**src/rtl/dq_pkg.sv**
```systemverilog
// Types and constants shared by the circular deque modules.
// No dependencies.
package dq_pkg;

    localparam int WORD_W = 32;

    typedef enum logic [2:0] {
        REQ_PUSH_FRONT = 3'd0,
        REQ_PUSH_REAR  = 3'd1,
        REQ_POP_FRONT  = 3'd2,
        REQ_POP_REAR   = 3'd3,
        REQ_READ       = 3'd4
    } t_req;

    typedef enum logic [1:0] {
        ST_DONE  = 2'd0,
        ST_FULL  = 2'd1,
        ST_EMPTY = 2'd2
    } t_status;

    typedef enum logic [3:0] {
        S_IDLE = 4'b0001,
        S_EXEC = 4'b0010,
        S_READ = 4'b0100,
        S_LOAD = 4'b1000
    } t_state;

    typedef struct packed {
        logic capture;
        logic exec;
        logic read;
        logic load;
    } t_dp_cmd;

endpackage

```
**src/rtl/dq_ctrl.sv**
```systemverilog
// Sequencer for the circular deque: steps each request through execute,
// read and load, and owns the result valid flag. Depends on dq_pkg.
module dq_ctrl
    import dq_pkg::*;
(
    input  logic    i_clk,
    input  logic    i_rst_n,
    input  logic    i_valid,
    output logic    o_stall,
    output logic    o_valid,
    input  logic    i_stall,
    output t_dp_cmd o_cmd
);

    t_state r_state, n_state;
    logic   r_out_valid, n_out_valid;

    always_comb begin
        n_state = r_state;
        o_cmd   = '0;
        unique case (r_state)
            S_IDLE: begin
                if (i_valid) begin
                    o_cmd.capture = 1'b1;
                    n_state       = S_EXEC;
                end
            end
            S_EXEC: begin
                o_cmd.exec = 1'b1;
                n_state    = S_READ;
            end
            S_READ: begin
                o_cmd.read = 1'b1;
                n_state    = S_LOAD;
            end
            S_LOAD: begin
                if (!r_out_valid || !i_stall) begin
                    o_cmd.load = 1'b1;
                    n_state    = S_IDLE;
                end
            end
            default: n_state = S_IDLE;
        endcase
    end

    always_comb begin
        n_out_valid = r_out_valid;
        if (o_cmd.load) begin
            n_out_valid = 1'b1;
        end else if (!i_stall) begin
            n_out_valid = 1'b0;
        end
    end

    always_ff @(posedge i_clk) begin
        if (!i_rst_n) begin
            r_state     <= S_IDLE;
            r_out_valid <= 1'b0;
        end else begin
            r_state     <= n_state;
            r_out_valid <= n_out_valid;
        end
    end

    assign o_stall = (r_state != S_IDLE);
    assign o_valid = r_out_valid;

endmodule

```
**src/rtl/dq_datapath.sv**
```systemverilog
// Datapath of the circular deque: head and tail pointers, empty flag, word
// store, read registers and result registers. Depends on dq_pkg.
module dq_datapath
    import dq_pkg::*;
#(
    parameter int DEPTH = 16
) (
    input  logic                     i_clk,
    input  logic                     i_rst_n,
    input  t_dp_cmd                  i_cmd,
    input  logic [2:0]               i_req_type,
    input  logic signed [WORD_W-1:0] i_data_in,
    output logic signed [WORD_W-1:0] o_front_word,
    output logic signed [WORD_W-1:0] o_rear_word,
    output logic                     o_is_empty,
    output logic                     o_is_full,
    output logic [1:0]               o_status
);

    localparam int IW = $clog2(DEPTH);
    localparam logic [IW-1:0] LAST = IW'(DEPTH - 1);

    logic signed [WORD_W-1:0] r_mem [DEPTH];

    logic [2:0]               r_req;
    logic signed [WORD_W-1:0] r_data;
    logic [IW-1:0]            r_head, n_head;
    logic [IW-1:0]            r_tail, n_tail;
    logic                     r_empty, n_empty;
    t_status                  r_status, n_status;
    logic signed [WORD_W-1:0] r_rd_front, r_rd_rear;
    logic signed [WORD_W-1:0] r_front, r_rear;
    logic                     r_is_empty, r_is_full;
    t_status                  r_out_status;

    logic [IW-1:0] head_next, head_prev, tail_next, tail_prev;
    logic          full;
    logic          mem_we;
    logic [IW-1:0] mem_wa;

    assign head_next = (r_head == LAST) ? '0 : r_head + 1'b1;
    assign head_prev = (r_head == '0) ? LAST : r_head - 1'b1;
    assign tail_next = (r_tail == LAST) ? '0 : r_tail + 1'b1;
    assign tail_prev = (r_tail == '0) ? LAST : r_tail - 1'b1;
    assign full      = !r_empty && (tail_next == r_head);

    always_comb begin
        n_head   = r_head;
        n_tail   = r_tail;
        n_empty  = r_empty;
        n_status = ST_DONE;
        mem_we   = 1'b0;
        mem_wa   = '0;
        unique case (r_req)
            REQ_PUSH_FRONT, REQ_PUSH_REAR: begin
                if (full) begin
                    n_status = ST_FULL;
                end else if (r_empty) begin
                    n_head  = '0;
                    n_tail  = '0;
                    n_empty = 1'b0;
                    mem_we  = 1'b1;
                end else if (r_req == REQ_PUSH_FRONT) begin
                    n_head = head_prev;
                    mem_we = 1'b1;
                    mem_wa = head_prev;
                end else begin
                    n_tail = tail_next;
                    mem_we = 1'b1;
                    mem_wa = tail_next;
                end
            end
            REQ_POP_FRONT, REQ_POP_REAR: begin
                if (r_empty) begin
                    n_status = ST_EMPTY;
                end else if (r_head == r_tail) begin
                    n_head  = '0;
                    n_tail  = '0;
                    n_empty = 1'b1;
                end else if (r_req == REQ_POP_FRONT) begin
                    n_head = head_next;
                end else begin
                    n_tail = tail_prev;
                end
            end
            default: begin
                n_status = ST_DONE;
            end
        endcase
    end

    always_ff @(posedge i_clk) begin
        if (!i_rst_n) begin
            r_head  <= '0;
            r_tail  <= '0;
            r_empty <= 1'b1;
        end else if (i_cmd.exec) begin
            r_head  <= n_head;
            r_tail  <= n_tail;
            r_empty <= n_empty;
        end
    end

    always_ff @(posedge i_clk) begin
        if (i_cmd.capture) begin
            r_req  <= i_req_type;
            r_data <= i_data_in;
        end
        if (i_cmd.exec) begin
            r_status <= n_status;
        end
    end

    always_ff @(posedge i_clk) begin
        if (i_cmd.exec && mem_we) begin
            r_mem[mem_wa] <= r_data;
        end
        if (i_cmd.read) begin
            r_rd_front <= r_mem[r_head];
            r_rd_rear  <= r_mem[r_tail];
        end
    end

    always_ff @(posedge i_clk) begin
        if (i_cmd.load) begin
            r_front      <= r_empty ? '0 : r_rd_front;
            r_rear       <= r_empty ? '0 : r_rd_rear;
            r_is_empty   <= r_empty;
            r_is_full    <= full;
            r_out_status <= r_status;
        end
    end

    assign o_front_word = r_front;
    assign o_rear_word  = r_rear;
    assign o_is_empty   = r_is_empty;
    assign o_is_full    = r_is_full;
    assign o_status     = r_out_status;

endmodule

```
**src/rtl/circular_deque.sv**
```systemverilog
// Double-ended queue of signed 32-bit words in a circular store of DEPTH
// entries. Each request holds the block through capture, pointer update and
// store write, store read and result load, set by the sequencer and the
// registered read of the two-port store; a new request is taken in the cycle
// after the previous result is loaded, while that result may still wait at
// the output, and a ready result holds in the load step while the previous
// one is still stalled. Empty queues report zero words.
module circular_deque
    import dq_pkg::*;
#(
    parameter int DEPTH = 16
) (
    input  logic                     i_clk,
    input  logic                     i_rst_n,
    input  logic                     i_valid,
    output logic                     o_stall,
    input  logic [2:0]               i_req_type,
    input  logic signed [WORD_W-1:0] i_data_in,
    output logic                     o_valid,
    input  logic                     i_stall,
    output logic signed [WORD_W-1:0] o_front_word,
    output logic signed [WORD_W-1:0] o_rear_word,
    output logic                     o_is_empty,
    output logic                     o_is_full,
    output logic [1:0]               o_status
);

    t_dp_cmd cmd;

    dq_ctrl u_ctrl (
        .i_clk   (i_clk),
        .i_rst_n (i_rst_n),
        .i_valid (i_valid),
        .o_stall (o_stall),
        .o_valid (o_valid),
        .i_stall (i_stall),
        .o_cmd   (cmd)
    );

    dq_datapath #(
        .DEPTH (DEPTH)
    ) u_datapath (
        .i_clk        (i_clk),
        .i_rst_n      (i_rst_n),
        .i_cmd        (cmd),
        .i_req_type   (i_req_type),
        .i_data_in    (i_data_in),
        .o_front_word (o_front_word),
        .o_rear_word  (o_rear_word),
        .o_is_empty   (o_is_empty),
        .o_is_full    (o_is_full),
        .o_status     (o_status)
    );

endmodule

```
**config.mk**
```make
export PLATFORM = sky130hd
export DESIGN_NAME = circular_deque
export DESIGN_NICKNAME = d
export VERILOG_FILES = /design/src/rtl/dq_pkg.sv /design/src/rtl/dq_ctrl.sv /design/src/rtl/dq_datapath.sv /design/src/rtl/circular_deque.sv
export SDC_FILE = /design/constraint.sdc
export NUM_CORES = 1
export LEC_CHECK = 0
export BUFFER_PORTS_ARGS = -buffer_cell sky130_fd_sc_hd__buf_2
export CAP_MARGIN = 20
export CORE_UTILIZATION = 60
export DETAILED_ROUTE_END_ITERATION = 8
export PLACE_DENSITY = 0.89
export SLEW_MARGIN = 20
export SYNTH_ARGS = -nofsm -noshare
export SYNTH_HDL_FRONTEND = slang
export SYNTH_HIERARCHICAL = 1
export SYNTH_SLANG_ARGS = --single-unit
```
**constraint.sdc**
```tcl
create_clock -name i_clk -period 15.4 [get_ports i_clk]
set_input_delay 1.54 -clock i_clk [delete_from_list [all_inputs] [get_ports i_clk]]
set_output_delay 1.54 -clock i_clk [all_outputs]
set_load 0.03 [all_outputs]
```
==> results.md <==
* Flop and latch count out of synthesis at 695
* Post-Synth Simple-Gate Area at 0.0440
* Worst hold endpoint: u_datapath/o_status[1]
* XOR/XNOR Fraction of Synth Area at 0.00478
* Via density at 7.44
* DRC viols at 0
* Mux cell area share after synthesis at 0.215
* Final nets at 1,628
* Tmin final at approximately 5200 ps
* Worst-margin pin slew at 1180 ps
* Crit. End Element: register
* CTS Buffer Depth at 3
* Adder-Cell Fraction of Synth Area at 0.00166
* RD Place Congestion at about 0.9
* Main synth FF type: edfxtp_1
* Post-route ant nets at 0
* Antenna cell count at 0
* CP Max Fanout at 55
* TritonCTS clock tree: built
* Synth top area share at 0.680
* Mapped Area at 30,100 µm²
* Synthesis-to-layout area growth at 12.0%
* Num ports at 109
* Postcts setup bufs at 0
* DRT Pass-1 Iters at 9
* Syn avg cell area at 20.4 µm²
* Initial Util at 0.612
* Seq/Total Area, Yosys at 0.689
* Clock skew at 26.7 ps
* Cell leakage power at about 0.0099 µW
* Hold path depth at 0
* Clk root buf: clkbuf_16
* CP Launch Type: register
* RSZ-0062 raised after global routing: false
* Setup TNS at 0 ps
* Vias in the first global route at ~17,000
* Hold Vio Cnt, Final at 0
* GR Util All Layers at 0.318
* Clock transition at path regs at 60 ps
* Via count at between 15,000 and 20,000
* Yosys cell types at 60
* Initial antenna violation count at 0
* Layout cell share with drive strength beyond 1 at 0.348
* Final WS setup at 10,180 ps
* Total congestion overflow at 0
* First-pass GRT wire length at 115,000 µm
* Core Area at 49,200 µm²
* Most common cell after layout, fill and taps aside: edfxtp_1
* Post-DP Area at between 30,000 and 40,000 µm²
* Min-delay src: u_datapath/r_status[1]
* Main combinational cell family by area after synthesis: multiplexers
* Worst vdd ir at 0.0712 mV
* Kind of critical path: register to register
* Ys async rst share at 0
* Rel. slew slack at 0.204
* Port Buf Inserts at 108
* WP data required at between 15,000 and 20,000 ps
* Synth area leader: edfxtp_1
* Setup-failing EPs final at 0
* Post-synth EDFFs at 681
* Status: finished clean
* Warnings, synthesis at 6
* Most frequent cells in the layout: edfxtp_1, mux4_2, buf_2, nor2b_1, nand2_1
* Die area at 51,000 µm²
* Syn nets at 1,520
* FF-to-FF setup slack at 10,180 ps
* Setup slack at placement at 9850 ps
* Synth Instances at 1,477
* CTS hold repair buffers at 0
* PwrDens at 115 nW/µm²
* Critical Path AT at 5460 ps
* TritonCTS buffer count at 69
* FF-to-FF path depth at 9
* Reg2reg end: u_datapath/r_mem[5][31]
* Dpl hpwl at 40,800 µm
* Largest net degree at the start of global routing at 75
* Vert. Die Dim at 226 µm
* Routed Wire Length at 78,400 µm
* Fmax at 191 MHz
* Num rows at 81
* Final Slew Violations at 0
* Worst hold-check path type: register to register
* R2R Path Start: u_datapath/r_tail[0]
* Post-cts sizing count at 0
* CTS Sinks at 695
* Max Cap Violations at 0
* Htree depth at 3
* Detailed-route wire length per cell at about 34 µm
* Hold Slack at 419 ps
* Die X-Extent at 226 µm
* Starting DRT DRC Count at 2,742
* Clock Latency Late Sink at 610 ps
* Synth area leaders: edfxtp_1, mux4_2, nor2b_1
* Fin area at 33,700 µm²
* Complex-gate fraction of the synthesized area at 0.0284
* Crit share post-route at 0.339
flip-flops by register name, indices dropped and copies added (netlist names), 4 cells and up:
register	cells
u_datapath/o_rear_word	32
u_datapath/r_mem	512
u_datapath/r_tail	4
u_ctrl/r_state	4
u_datapath/r_rd_rear	32
u_datapath/r_rd_front	32
u_datapath/o_front_word	32
u_datapath/r_head	4
u_datapath/r_data	32
layer usage:
layer | GRT usage | vias to the layer above | wire length (µm)
met5 | 0 | - | 0
met4 | 0.153 | 0 | 3990
met3 | 0.0704 | 340 | 9260
met2 | 0.517 | 1674 | 39100
met1 | 0.412 | 8651 | 26000
li1 | - | 6437 | -
synthesized netlist by cell type (3+ instances only):
library cell    n
edfxtp_1      681
a311oi_1        3
and2_1          4
nor3_1          5
xor2_1          5
mux4_2        287
a211oi_1       42
buf_1           4
or3_1           3
inv_1           7
buf_6           3
dfxtp_1        14
nor2b_1       103
a31oi_1        36
nand2_1        72
clkbuf_1       56
xnor2_1         4
a32oi_1         5
buf_4           3
buf_2          39
nand2b_1        4
nor2_1         23
nand3_1         5
a21oi_1        13
o31ai_1         3
xnor2_2         3
o21ai_0         5
ha_1            4
power by group:
| group | leakage [µW] | switching (µW) | internal, µW |
|---|---|---|---|
| combinational | 0.00270 | 40.1 | 28.5 |
| clock | 0.00105 | 709 | 963 |
| sequential | 0.00614 | 37.6 | 2090 |
critical path, cell delays in order (launching register included):
cell and delay (ps):
dfxtp_4 580, buf_6 650, ha_1 480, a21o_1 180
a31oi_4 130, xor2_2 410, nor4_2 200, nor4b_1 1060
nor2b_4 640, buf_4 500
final cells by class:
type                            count  area [µm²]
Clock buffer                       82        1820
Multi-Input combinational cell    669        8990
Tap cell                          664         831
Fill cell                        2702       15500
Sequential cell                   695       20800
Clock inverter                     40         395
Inverter                            8        30.0
Timing Repair Buffer              142         883
worst max-delay path by stage:
stage	from	endpoint	slack, ps	cells after the start
floorplan	u_ctrl/r_state[2]	u_datapath/r_rd_front[0]	8140	2
global placement	u_datapath/r_tail[0]	u_datapath/r_mem[3][18]	10100	8
detailed placement	u_datapath/r_tail[0]	u_datapath/r_mem[5][21]	9850	9
CTS	u_datapath/r_tail[0]	u_datapath/r_mem[5][31]	9590	9
global route	u_datapath/r_tail[0]	u_datapath/r_mem[5][31]	10160	9
finish	u_datapath/r_tail[0]	u_datapath/r_mem[5][31]	10180	9
stage by stage:
stage                     total power [µW]  utilization  cells
after floorplan                       2200            -   1477
final                                 3870        0.686   2300
after CTS                             3880        0.685   2299
after global routing                  3950        0.686   2300
after detailed placement              2240        0.640   2177
after global placement                2230        0.638   2174
cell families (layout without fill, tap and decap cells):
family	after synthesis	in the layout
AO/OA/AOI/OAI	122	122
AND/OR/NAND/NOR	242	242
buffers and inverters	113	272
adder cells (fa/ha/maj)	4	4
multiplexers	288	288
flip-flops	695	695
XOR/XNOR	13	13
Power figures use the tool's default switching activity.
